## config.mk

```make
export PLATFORM = sky130hd
export DESIGN_NAME = crc16_frame_deframer_core
export DESIGN_NICKNAME = d
export VERILOG_FILES = /design/src/rtl/crcd_pkg.sv /design/src/rtl/crcd_front.sv /design/src/rtl/crcd_queue.sv /design/src/rtl/crcd_back.sv /design/src/rtl/crc16_frame_deframer_core.sv
export SDC_FILE = /design/constraint.sdc
export NUM_CORES = 1
export LEC_CHECK = 0
export ABC_AREA = 1
export BUFFER_PORTS_ARGS = -buffer_cell sky130_fd_sc_hd__clkbuf_2
export CAP_MARGIN = 20
export CORE_ASPECT_RATIO = 1.75
export CORE_UTILIZATION = 23
export CTS_BUF_LIST = sky130_fd_sc_hd__clkbuf_4
export CTS_CLUSTER_DIAMETER = 150
export DETAILED_ROUTE_END_ITERATION = 8
export SYNTH_ARGS = -nofsm -noshare
export SYNTH_HDL_FRONTEND = slang
export SYNTH_SLANG_ARGS = --single-unit
```

## constraint.sdc

```tcl
create_clock -name clk -period 7.4 [get_ports clk]
set_clock_uncertainty 0.1 [all_clocks]
set_input_delay 0.37 -clock clk [delete_from_list [all_inputs] [get_ports clk]]
set_output_delay 0.37 -clock clk [all_outputs]
set_load 0.02 [all_outputs]
```

## src/rtl/crcd_pkg.sv

```systemverilog
// ============================================================================
// crcd_pkg
// Shared types, constants and the byte-wide CRC-16/MODBUS update.
// ============================================================================
package crcd_pkg;

    localparam logic [15:0] CRC_INIT    = 16'hFFFF;
    localparam logic [15:0] CRC_POLY    = 16'hA001;
    localparam logic [15:0] LEN_MIN     = 16'd9;
    localparam logic [15:0] LEN_MAX     = 16'd32767;
    localparam logic [15:0] HDR_BYTES   = 16'd9;
    localparam logic [15:0] COUNT_MAX   = 16'hFFFF;
    localparam int          OUT_DATA_W  = 72;

    localparam logic [1:0] ST_OK      = 2'd0;
    localparam logic [1:0] ST_SHORT   = 2'd1;
    localparam logic [1:0] ST_BAD_LEN = 2'd2;
    localparam logic [1:0] ST_CRC_ERR = 2'd3;

    localparam logic KIND_PAYLOAD = 1'b0;
    localparam logic KIND_VERDICT = 1'b1;

    // one queue entry: an optional payload word and an optional verdict
    typedef struct packed {
        logic        has_payload;
        logic        has_verdict;
        logic [7:0]  payload_byte;
        logic [7:0]  command;
        logic [31:0] address;
        logic [14:0] payload_length;
        logic [1:0]  status;
    } entry_t;

    function automatic logic [15:0] crc_byte(input logic [15:0] c, input logic [7:0] b);
        logic [15:0] x;
        x = c ^ {8'h00, b};
        for (int i = 0; i < 8; i++)
        begin
            x = x[0] ? ((x >> 1) ^ CRC_POLY) : (x >> 1);
        end
        return x;
    endfunction

endpackage

```

## src/rtl/crcd_front.sv

```systemverilog
// ============================================================================
// crcd_front
// Parses header, tracks CRC and byte count, classifies each byte.
// ============================================================================
module crcd_front import crcd_pkg::*;
(
    input  logic        clk,
    input  logic        rst_n,
    input  logic        accept,
    input  logic [7:0]  in_byte,
    input  logic        end_of_datagram,
    output logic        push,
    output entry_t      push_entry
);

    logic [15:0] byte_count_reg, byte_count_next;
    logic [15:0] length_reg, length_next;
    logic [7:0]  command_reg, command_next;
    logic [31:0] address_reg, address_next;
    logic [15:0] crc_reg, crc_next;
    logic [15:0] rx_crc_reg, rx_crc_next;

    logic        len_ok;
    logic [15:0] len_m2;
    logic        crc_en;
    logic        is_payload;
    logic [1:0]  status;
    logic [15:0] len_m9;

    always_comb
    begin
        length_next  = length_reg;
        command_next = command_reg;
        address_next = address_reg;
        unique case (byte_count_reg)
            16'd0:   length_next = {length_reg[15:8], in_byte};
            16'd1:   length_next = {in_byte, length_reg[7:0]};
            16'd2:   command_next = in_byte;
            16'd3:   address_next[7:0]   = in_byte;
            16'd4:   address_next[15:8]  = in_byte;
            16'd5:   address_next[23:16] = in_byte;
            16'd6:   address_next[31:24] = in_byte;
            default: ;
        endcase

        len_ok = (length_next >= LEN_MIN) && (length_next <= LEN_MAX);
        len_m2 = length_next - 16'd2;
        len_m9 = length_next - HDR_BYTES;

        crc_en   = (byte_count_reg < 16'd2) || (len_ok && (byte_count_reg < len_m2));
        crc_next = crc_en ? crc_byte(crc_reg, in_byte) : crc_reg;

        rx_crc_next = rx_crc_reg;
        if (len_ok && (byte_count_reg == len_m2))
            rx_crc_next = {rx_crc_reg[15:8], in_byte};
        else if (len_ok && (byte_count_reg == length_next - 16'd1))
            rx_crc_next = {in_byte, rx_crc_reg[7:0]};

        is_payload = len_ok && (byte_count_reg >= 16'd7) && (byte_count_reg < len_m2);

        byte_count_next = (byte_count_reg == COUNT_MAX) ? byte_count_reg
                                                        : byte_count_reg + 16'd1;

        priority if (byte_count_next < LEN_MIN)
            status = ST_SHORT;
        else if (!len_ok)
            status = ST_BAD_LEN;
        else if (byte_count_next < length_next)
            status = ST_BAD_LEN;
        else if (crc_next != rx_crc_next)
            status = ST_CRC_ERR;
        else
            status = ST_OK;

        push_entry.has_payload    = is_payload;
        push_entry.has_verdict    = end_of_datagram;
        push_entry.payload_byte   = in_byte;
        push_entry.command        = command_next;
        push_entry.address        = address_next;
        push_entry.payload_length = len_ok ? len_m9[14:0] : 15'd0;
        push_entry.status         = status;
        push = accept && (is_payload || end_of_datagram);
    end

    always_ff @(posedge clk or negedge rst_n)
    begin
        if (!rst_n)
        begin
            byte_count_reg <= '0;
            length_reg     <= '0;
            command_reg    <= '0;
            address_reg    <= '0;
            crc_reg        <= CRC_INIT;
            rx_crc_reg     <= '0;
        end
        else if (accept)
        begin
            if (end_of_datagram)
            begin
                byte_count_reg <= '0;
                length_reg     <= '0;
                command_reg    <= '0;
                address_reg    <= '0;
                crc_reg        <= CRC_INIT;
                rx_crc_reg     <= '0;
            end
            else
            begin
                byte_count_reg <= byte_count_next;
                length_reg     <= length_next;
                command_reg    <= command_next;
                address_reg    <= address_next;
                crc_reg        <= crc_next;
                rx_crc_reg     <= rx_crc_next;
            end
        end
    end

endmodule

```

## src/rtl/crcd_queue.sv

```systemverilog
// ============================================================================
// crcd_queue
// Two-entry register FIFO between the front and back parts.
// ============================================================================
module crcd_queue import crcd_pkg::*;
(
    input  logic   clk,
    input  logic   rst_n,
    input  logic   push,
    input  entry_t push_entry,
    output logic   full,
    input  logic   pop,
    output logic   head_valid,
    output entry_t head_entry
);

    entry_t     slot_reg [2];
    logic       wr_ptr_reg;
    logic       rd_ptr_reg;
    logic [1:0] count_reg, count_next;

    assign full       = (count_reg == 2'd2);
    assign head_valid = (count_reg != 2'd0);
    assign head_entry = slot_reg[rd_ptr_reg];

    always_comb
    begin
        count_next = count_reg;
        if (push && !pop)
            count_next = count_reg + 2'd1;
        else if (pop && !push)
            count_next = count_reg - 2'd1;
    end

    always_ff @(posedge clk)
    begin
        if (push)
            slot_reg[wr_ptr_reg] <= push_entry;
    end

    always_ff @(posedge clk or negedge rst_n)
    begin
        if (!rst_n)
        begin
            wr_ptr_reg <= 1'b0;
            rd_ptr_reg <= 1'b0;
            count_reg  <= '0;
        end
        else
        begin
            if (push)
                wr_ptr_reg <= ~wr_ptr_reg;
            if (pop)
                rd_ptr_reg <= ~rd_ptr_reg;
            count_reg <= count_next;
        end
    end

`ifndef SYNTHESIS
    a_no_overflow: assert property (@(posedge clk) disable iff (!rst_n)
        !(push && full))
        else $error("queue push while full");
    a_no_underflow: assert property (@(posedge clk) disable iff (!rst_n)
        !(pop && !head_valid))
        else $error("queue pop while empty");
    a_count_range: assert property (@(posedge clk) disable iff (!rst_n)
        count_reg != 2'd3)
        else $error("queue count out of range");
`endif

endmodule

```

## src/rtl/crcd_back.sv

```systemverilog
// ============================================================================
// crcd_back
// Expands queue entries into output words through an output register.
// ============================================================================
module crcd_back import crcd_pkg::*;
(
    input  logic                  clk,
    input  logic                  rst_n,
    input  logic                  head_valid,
    input  entry_t                head_entry,
    output logic                  pop,
    output logic                  out_valid,
    input  logic                  out_ready,
    output logic [OUT_DATA_W-1:0] out_data,
    output logic                  out_kind,
    output logic                  out_last
);

    logic                  out_valid_reg;
    logic [OUT_DATA_W-1:0] out_data_reg, out_data_next;
    logic                  out_kind_reg, out_kind_next;
    logic                  out_last_reg, out_last_next;
    logic                  phase_reg, phase_next;
    logic                  load;
    logic                  emit_payload;

    assign load         = (!out_valid_reg || out_ready) && head_valid;
    assign emit_payload = head_entry.has_payload && !phase_reg;

    always_comb
    begin
        pop        = 1'b0;
        phase_next = phase_reg;
        if (emit_payload)
        begin
            out_kind_next = KIND_PAYLOAD;
            out_last_next = !head_entry.has_verdict;
            out_data_next = {64'd0, head_entry.payload_byte};
            if (load)
            begin
                if (head_entry.has_verdict)
                    phase_next = 1'b1;
                else
                    pop = 1'b1;
            end
        end
        else
        begin
            out_kind_next = KIND_VERDICT;
            out_last_next = 1'b1;
            // pad, status, length, address, command, zero payload byte
            out_data_next = {7'd0, head_entry.status, head_entry.payload_length,
                             head_entry.address, head_entry.command, 8'd0};
            if (load)
            begin
                pop        = 1'b1;
                phase_next = 1'b0;
            end
        end
    end

    always_ff @(posedge clk or negedge rst_n)
    begin
        if (!rst_n)
        begin
            out_valid_reg <= 1'b0;
            phase_reg     <= 1'b0;
        end
        else
        begin
            if (load)
                out_valid_reg <= 1'b1;
            else if (out_ready)
                out_valid_reg <= 1'b0;
            phase_reg <= phase_next;
        end
    end

    always_ff @(posedge clk)
    begin
        if (load)
        begin
            out_data_reg <= out_data_next;
            out_kind_reg <= out_kind_next;
            out_last_reg <= out_last_next;
        end
    end

    assign out_valid = out_valid_reg;
    assign out_data  = out_data_reg;
    assign out_kind  = out_kind_reg;
    assign out_last  = out_last_reg;

`ifndef SYNTHESIS
    a_phase_pair: assert property (@(posedge clk) disable iff (!rst_n)
        phase_reg |-> (head_valid && head_entry.has_verdict && head_entry.has_payload))
        else $error("second half of pair without matching entry");
    a_pair_split: assert property (@(posedge clk) disable iff (!rst_n)
        (load && emit_payload && head_entry.has_verdict) |=> phase_reg)
        else $error("payload of pair sent without pending verdict");
`endif

endmodule

```

## src/rtl/crc16_frame_deframer_core.sv

```systemverilog
// Path: a byte accepted at an edge is written into the queue, and its first word
// is then loaded from the queue head into the output register.
// Throughput: one byte per cycle while the queue is not full; a payload byte that
// ends the datagram yields two output words, both expanded from one queue entry.
// The front CRC/byte-count update is a combinational byte-wide step.
// Reset: rst_n is asynchronous, active low; clears frame state (CRC to 0xFFFF).
// ============================================================================
// crc16_frame_deframer_core
// Byte-stream deframer for length-prefixed frames with CRC-16/MODBUS check.
// Forwards payload bytes and ends each datagram with one verdict word.
// ============================================================================
module crc16_frame_deframer_core import crcd_pkg::*;
(
    input  logic                  clk,
    input  logic                  rst_n,
    // input stream
    input  logic                  s_axis_tvalid,
    output logic                  s_axis_tready,
    input  logic [7:0]            s_axis_tdata,   // [7:0] in_byte
    input  logic                  s_axis_tlast,   // end_of_datagram
    // output stream
    output logic                  m_axis_tvalid,
    input  logic                  m_axis_tready,
    // [7:0] payload_byte, [15:8] command, [47:16] address,
    // [62:48] payload_length, [64:63] status, [71:65] zero
    output logic [OUT_DATA_W-1:0] m_axis_tdata,
    output logic                  m_axis_tuser,   // kind: 0 payload, 1 verdict
    output logic                  m_axis_tlast    // last word for the input byte
);

    // front/back handshake through the queue
    logic   accept;
    logic   push;
    entry_t push_entry;
    logic   q_full;
    logic   pop;
    logic   head_valid;
    entry_t head_entry;

    // the queue drains one entry per cycle, so it only fills when the
    // output side stalls or a two-word entry is being expanded
    assign s_axis_tready = !q_full;
    assign accept        = s_axis_tvalid && s_axis_tready;

    crcd_front u_front
    (
        .clk             (clk),
        .rst_n           (rst_n),
        .accept          (accept),
        .in_byte         (s_axis_tdata),
        .end_of_datagram (s_axis_tlast),
        .push            (push),
        .push_entry      (push_entry)
    );

    crcd_queue u_queue
    (
        .clk        (clk),
        .rst_n      (rst_n),
        .push       (push),
        .push_entry (push_entry),
        .full       (q_full),
        .pop        (pop),
        .head_valid (head_valid),
        .head_entry (head_entry)
    );

    crcd_back u_back
    (
        .clk        (clk),
        .rst_n      (rst_n),
        .head_valid (head_valid),
        .head_entry (head_entry),
        .pop        (pop),
        .out_valid  (m_axis_tvalid),
        .out_ready  (m_axis_tready),
        .out_data   (m_axis_tdata),
        .out_kind   (m_axis_tuser),
        .out_last   (m_axis_tlast)
    );

endmodule

```

### After elaboration in Yosys (flattened, before gate mapping)

Memories as Yosys holds them, arrays and structs flattened.
Cells that the tools add are included.

| cells by class | value |
|---|---|
| add/subtract/negate cells | 6 |
| order comparisons | 7 |
| equal/unequal tests | 12 |
| mux-type cells | 44 |
| bitwise operators | 11 |
| reductions and logical operators | 26 |

Operator list:

| operator | number |
|---|---|
| $mux 16 | 16 |
| $eq 16x3->1 const B | 3 |
| $mux 8 | 6 |
| $eq 16x16->1 | 2 |
| $eq 16x2->1 const B | 2 |
| $lt 16x16->1 | 2 |
| $mux 32 | 1 |
| $pmux 16 s2 | 1 |
| $not 2->3 | 8 |
| $add 16x1->16 const B | 1 |
| $eq 16x1->1 const B | 1 |
| $eq 16x16->1 const B | 1 |
| $ge 16x3->1 const B | 1 |
| $ge 16x4->1 const B | 1 |
| $le 16x15->1 const B | 1 |
| $logic_not 16->1 | 1 |
| $lt 16x2->1 const B | 1 |
| $lt 16x4->1 const B | 1 |
| $ne 16x16->1 | 1 |
| $sub 16x1->16 const B | 1 |
| $sub 16x2->16 const B | 1 |
| $xor 16x8->16 | 1 |
| $mux 15 | 1 |
| $sub 15x4->15 const B | 1 |
| 12 further kinds | 50 |

| storage, ports and cells | value |
|---|---|
| register bits | 184 |
| memory bits (writable) | 134 |
| input bits | 13 |
| memories | 1 |

Memories:

| memory | depth | bits a word | read ports | clocked after Yosys merged registers in | write ports | RTL line | text |
|---|---|---|---|---|---|---|---|
| u_queue.slot_reg | 2 | 67 | 1 | 0 | 1 | crcd_queue.sv:17 | `entry_t slot_reg [2];` |

### Logic depth before layout (Yosys ltp)

| logic depth | value |
|---|---|
| word-level depth | 23 |
| mapped depth | 37 |

### By module

Synthesis repeated with hierarchy kept, for this count alone.

| unflattened totals | value |
|---|---|
| cells, all modules | 1684 |
| area total of the unflattened synthesis | 16583.4 um^2 |

Modules (own cells, without submodules):

| module | instances | cells an instance | area an instance (um^2) | seq. area each (um^2) |
|---|---|---|---|---|
| crcd_front | 1 | 1219 | 8458.1 | 2622.5 |
| crcd_queue | 1 | 234 | 5132.4 | 4124.0 |
| crcd_back | 1 | 228 | 2979.1 | 2062.0 |
| crc16_frame_deframer_core | 1 | 3 | 13.8 | 0.0 |

### Least setup slack after synthesis

Ideal clock, no wire load.

| timing | value |
|---|---|
| path type | reg-to-reg |
| start point | register u_front.byte_count_reg[1] |
| end point | memory u_queue.slot_reg[1][0] in the netlist's numbering (enable) |
| data arrival time | 6.175 ns |
| required time | 6.806 ns |
| slack | 0.631 ns |
| stages on the path, launching flop included | 23 |
| period minus slack after synthesis | 6.769 ns |
| path through | dfrtp_1 inv_1 ha_1 nand2_4 nor2_8 nand3_4 nand2_1 o21a_1 ha_1 nand3_1 nor2_1 nand2_1 xor2_1 ha_1 a21oi_1 o21ai_0 nand2_1 o211ai_1 nor2_1 nand3_4 o21ai_0 nand2_1 nor2_1 |

| on the way | value |
|---|---|
| longest elaborated chain between the ends | 10 |
| elaborated cells between the ends (all ways) | 15 |
| those cells by class | add/sub: 1; order compare: 4; eq/ne: 1; mux: 3; reduce/logical: 6 |

RTL lines:

| element | RTL line | text |
|---|---|---|
| start: declaration | crcd_front.sv:16 | `logic [15:0] byte_count_reg, byte_count_next;` |
| start signal: assignment | crcd_front.sv:109 | `byte_count_reg <= byte_count_next;` |
| branches (longest 5 deep; another with $sub 16x2->16) | n/a |  |
| $logic_and 1x1->1 * | crcd_front.sv:59 | `is_payload = len_ok && (byte_count_reg >= 16'd7) && (byte_count_reg < len_m2);` |
| $logic_or 1x1->1 * | crcd_front.sv:82 | `push = accept && (is_payload \|\| end_of_datagram);` |
| $logic_and 1x1->1 * | crcd_front.sv:82 |  |
| $mux 1 * | crcd_queue.sv:37 | `if (push)` |
| $mux 1 (implied by the code) * | crcd_queue.sv:38 | `slot_reg[wr_ptr_reg] <= push_entry;` |
| end: declaration | crcd_queue.sv:17 |  |

Every way passes the cells marked *.

==> impl_results.md <==
- Clock power frac: 18.6%
- Worst Hold Class: input port to register
- Vias: ~12000
- Slew @ Worst Pin: 1.11 ns
- DRC: 0
- CTS tree: done
- DIE AREA: approximately 0.071 mm^2
- Synth Flop Type: edfxtp_1
- Largest area contributor in the netlist: edfxtp_1
- Final min period: 5.87 ns
- Worst-skew pair later-pin latency: 0.79 ns
- RSZ-0062 raised after global routing: false
- Critical Path Max Stage Delay: 0.63 ns
- Initial drt markers: approximately 620
- Synthesis-to-finish area growth: 16.2%
- Synth top area share: around 38%
- P_sw: 3800 uW
- Critical Path RT: a little under 8 ns
- Tot GR Track Use: 12.7%
- Vias in the first global route: 12000
- Final worst-path cycle share: 79.4%
- # port buffers: 81
- Clock buffer depth: 3
- Max Cap Viol: 0
- Clk slew on worst S/H paths: 0.08 ns
- Setup TNS: 0 ns
- Via-per-instance ratio: 4.28
- ANT nets after route: 0
- IO Pins: 89
- Asr flop ratio synth: 35.4%
- Largest net degree at the start of global routing: 93
- Die Ht: 351 um
- Grt ovf: 0
- Clk sinks: 311
- Hold Crit Depth: 1
- Seq/Total Area, Yosys: a little under three fifths
- Netlist Area Pre-Place: 0.0160 mm^2
- Die Wd: about 200 um
- Relative slew slack: 25.7%
- Dpl hpwl: 31400 um
- Outcome: complete, no violations
- Final #Nets: 1933
- CP startpoint kind: register
- Worst Path Max Fanout: 8
- Flop pwr share: 32.5%
- Crit Path Category: register to register
- CP endpoint: u_queue.slot_reg[0][1]
- Cell count after synthesis: 1771
- Finished Core Util: roughly 27%
- Post-CTS setup buffer count: 0
- Synth cell types: 46
- Worst reg2reg setup slack: 1.53 ns
- WP data arrival: 6.28 ns
- Fmax: 170 MHz
- Number of synthesized register bits: 311
- Top cells by area, synth: edfxtp_1, dfrtp_1, nand2_1
- DRT Pass-1 Iters: 7
- H-tree levels: 3
- WL/cell: ~16 um
- Comb pwr share: 48.9%
- Layout cells sized above 1: 16.3%
- FF-to-FF path depth: 30
- Worst Setup SP: u_front.byte_count_reg[1]
- Worst reg2reg startpoint: u_front.byte_count_reg[1]
- Initial antenna violation count: 1
- Internal: 4570 uW
- Critical R2R Capture: u_queue.slot_reg[0][1]
- Final hold viol count: 0
- Slowest cell on crit path: nor4_1
- Worst VDD drop: 0.163 mV
- Core Area: 0.0686 mm^2
- Num CTS Buffers: 70
- Most frequent CP cell: nand2_1
- First-pass GRT wire length: 68600 um
- Max FFs per register: ~130
- Pwr dens: 451 mW/mm^2
- Switching Share: 45.4%
- Final wirelength: 44800 um
- Syn avg cell area: 9.02 um^2
- Synth warn: 0
- # setup viols final: 0
- GP Congestion: 0.955
- Initial Util: 23.3%
- CTS root buffer: clkbuf_4
- Type of destination of the critical path: register
- Slew Viols, Final: 0
- Site Rows: 127
- Post-synth EDFFs: 201
- LEAKAGE: ~0.0087 uW
[Yosys cell counts (3+ instances only)]
library cell	instances
o22ai_1	74
nand3b_1	3
nand2_2	22
buf_2	5
inv_2	4
nand3_2	3
edfxtp_1	201
nor3_1	23
nor2_2	10
nand4_1	19
inv_1	275
buf_1	5
nor2_4	8
xor2_1	37
nor2_1	115
buf_4	7
ha_1	35
clkbuf_1	50
nand2_1	494
o21ai_0	44
nand2_4	9
xnor2_1	18
nand3_1	75
nor4_1	6
dfrtp_1	94
nor2_8	5
nand3_4	5
dfstp_2	16
o21ai_1	7
a21oi_1	70
o21a_1	11
[metal layers]
| layer | part of all wire, % | track usage, % |
|---|---|---|
| met1 | 36 | 12.4 |
| met2 | 55 | 24.7 |
| met3 | 4.4 | 2.28 |
| met4 | 5.0 | 7.79 |
| met5 | 0 | 0 |
[cells in the final DEF, fill, tap and decap left out, drive strengths merged, types with 11 or more instances in the layout]
cell type,instances
nor2,138
o21a,11
xor2,37
nand3,83
dfrtp,94
a21oi,72
edfxtp,201
xnor2,19
ha,35
o21ai,52
inv,280
clkbuf,182
nor3,23
buf,17
o22ai,74
nand2,526
clkinv,21
dfstp,16
nand4,19
[how the worst min path moves through the flow]
stage,from,to,slack [ns]
final,s_axis_tdata[2],u_queue.slot_reg[0][59],0.15
after global routing,s_axis_tdata[4],u_queue.slot_reg[1][61],0.05
after CTS,s_axis_tdata[4],u_queue.slot_reg[1][61],0.02
after detailed placement,rst_n,u_front.length_reg[2],0.35
after global placement,rst_n,u_front.length_reg[2],0.35
after floorplan,rst_n,u_back.out_valid,-0.03
[area by class of cell]
type | instances | area (um^2)
clock buffers | 102 | 766
repair buffers | 105 | 633
diodes | 1 | 2.50
inverters | 280 | 1050
flip-flops and latches | 311 | 8810
well taps | 903 | 1130
clock inverters | 28 | 284
fillers | 7421 | 50100
multi-input cells | 1117 | 5890
[metrics by stage]
step / area (um^2) / total power [uW] / std cells / hold WS [ns] / setup WS, ns
2_1_floorplan: 16000 / 5610 / 1777 / -0.0256 / 0.631
3_3_place_gp: 17400 / 6840 / 2708 / 0.353 / 1.71
3_5_place_dp: 17400 / 6850 / 2708 / 0.355 / 1.59
4_1_cts: 18600 / 8460 / 2846 / 0.0168 / 1.51
5_1_grt: 18600 / 8970 / 2847 / 0.0460 / 1.02
6_report: 18600 / 8370 / 2847 / 0.153 / 1.53
[cells by family (layout without fill, tap and decap cells)]
kind of cell	after synthesis	count (layout)	share of synthesized area, %
AND/OR/NAND/NOR	802	802	22.6
buffers and inverters	349	515	8.50
flip-flops	311	311	55.1
AO/OA/AOI/OAI	217	217	7.78
XOR/XNOR	56	56	3.19
adder cells (fa/ha/maj)	35	35	2.74
other	1	8	0.0235
[critical path, delay by kind of cell, from the launching register on]
family | cells | cell delay (ns)
adder cells (fa/ha/maj) | 3 | 0.80
buffers and inverters | 2 | 0.23
flip-flops | 1 | 0.45
AND/OR/NAND/NOR | 22 | 3.28
AO/OA/AOI/OAI | 2 | 0.56
XOR/XNOR | 1 | 0.17
[power groups by stage]
stage	clock network [uW]	logic, uW	registers (uW)
after floorplan	0	2630	2990
after global placement	0	4080	2750
after detailed placement	0	4100	2760
after CTS	1620	4120	2720
after global routing	1690	4520	2760
final	1560	4090	2720
[what timing repair did]
action / in CTS / in global routing
hold buffers: 8 / 0
hold endpoints to repair: 76 / 0
gates resized for setup: 0 / 0
Power figures use the tool's default switching activity.
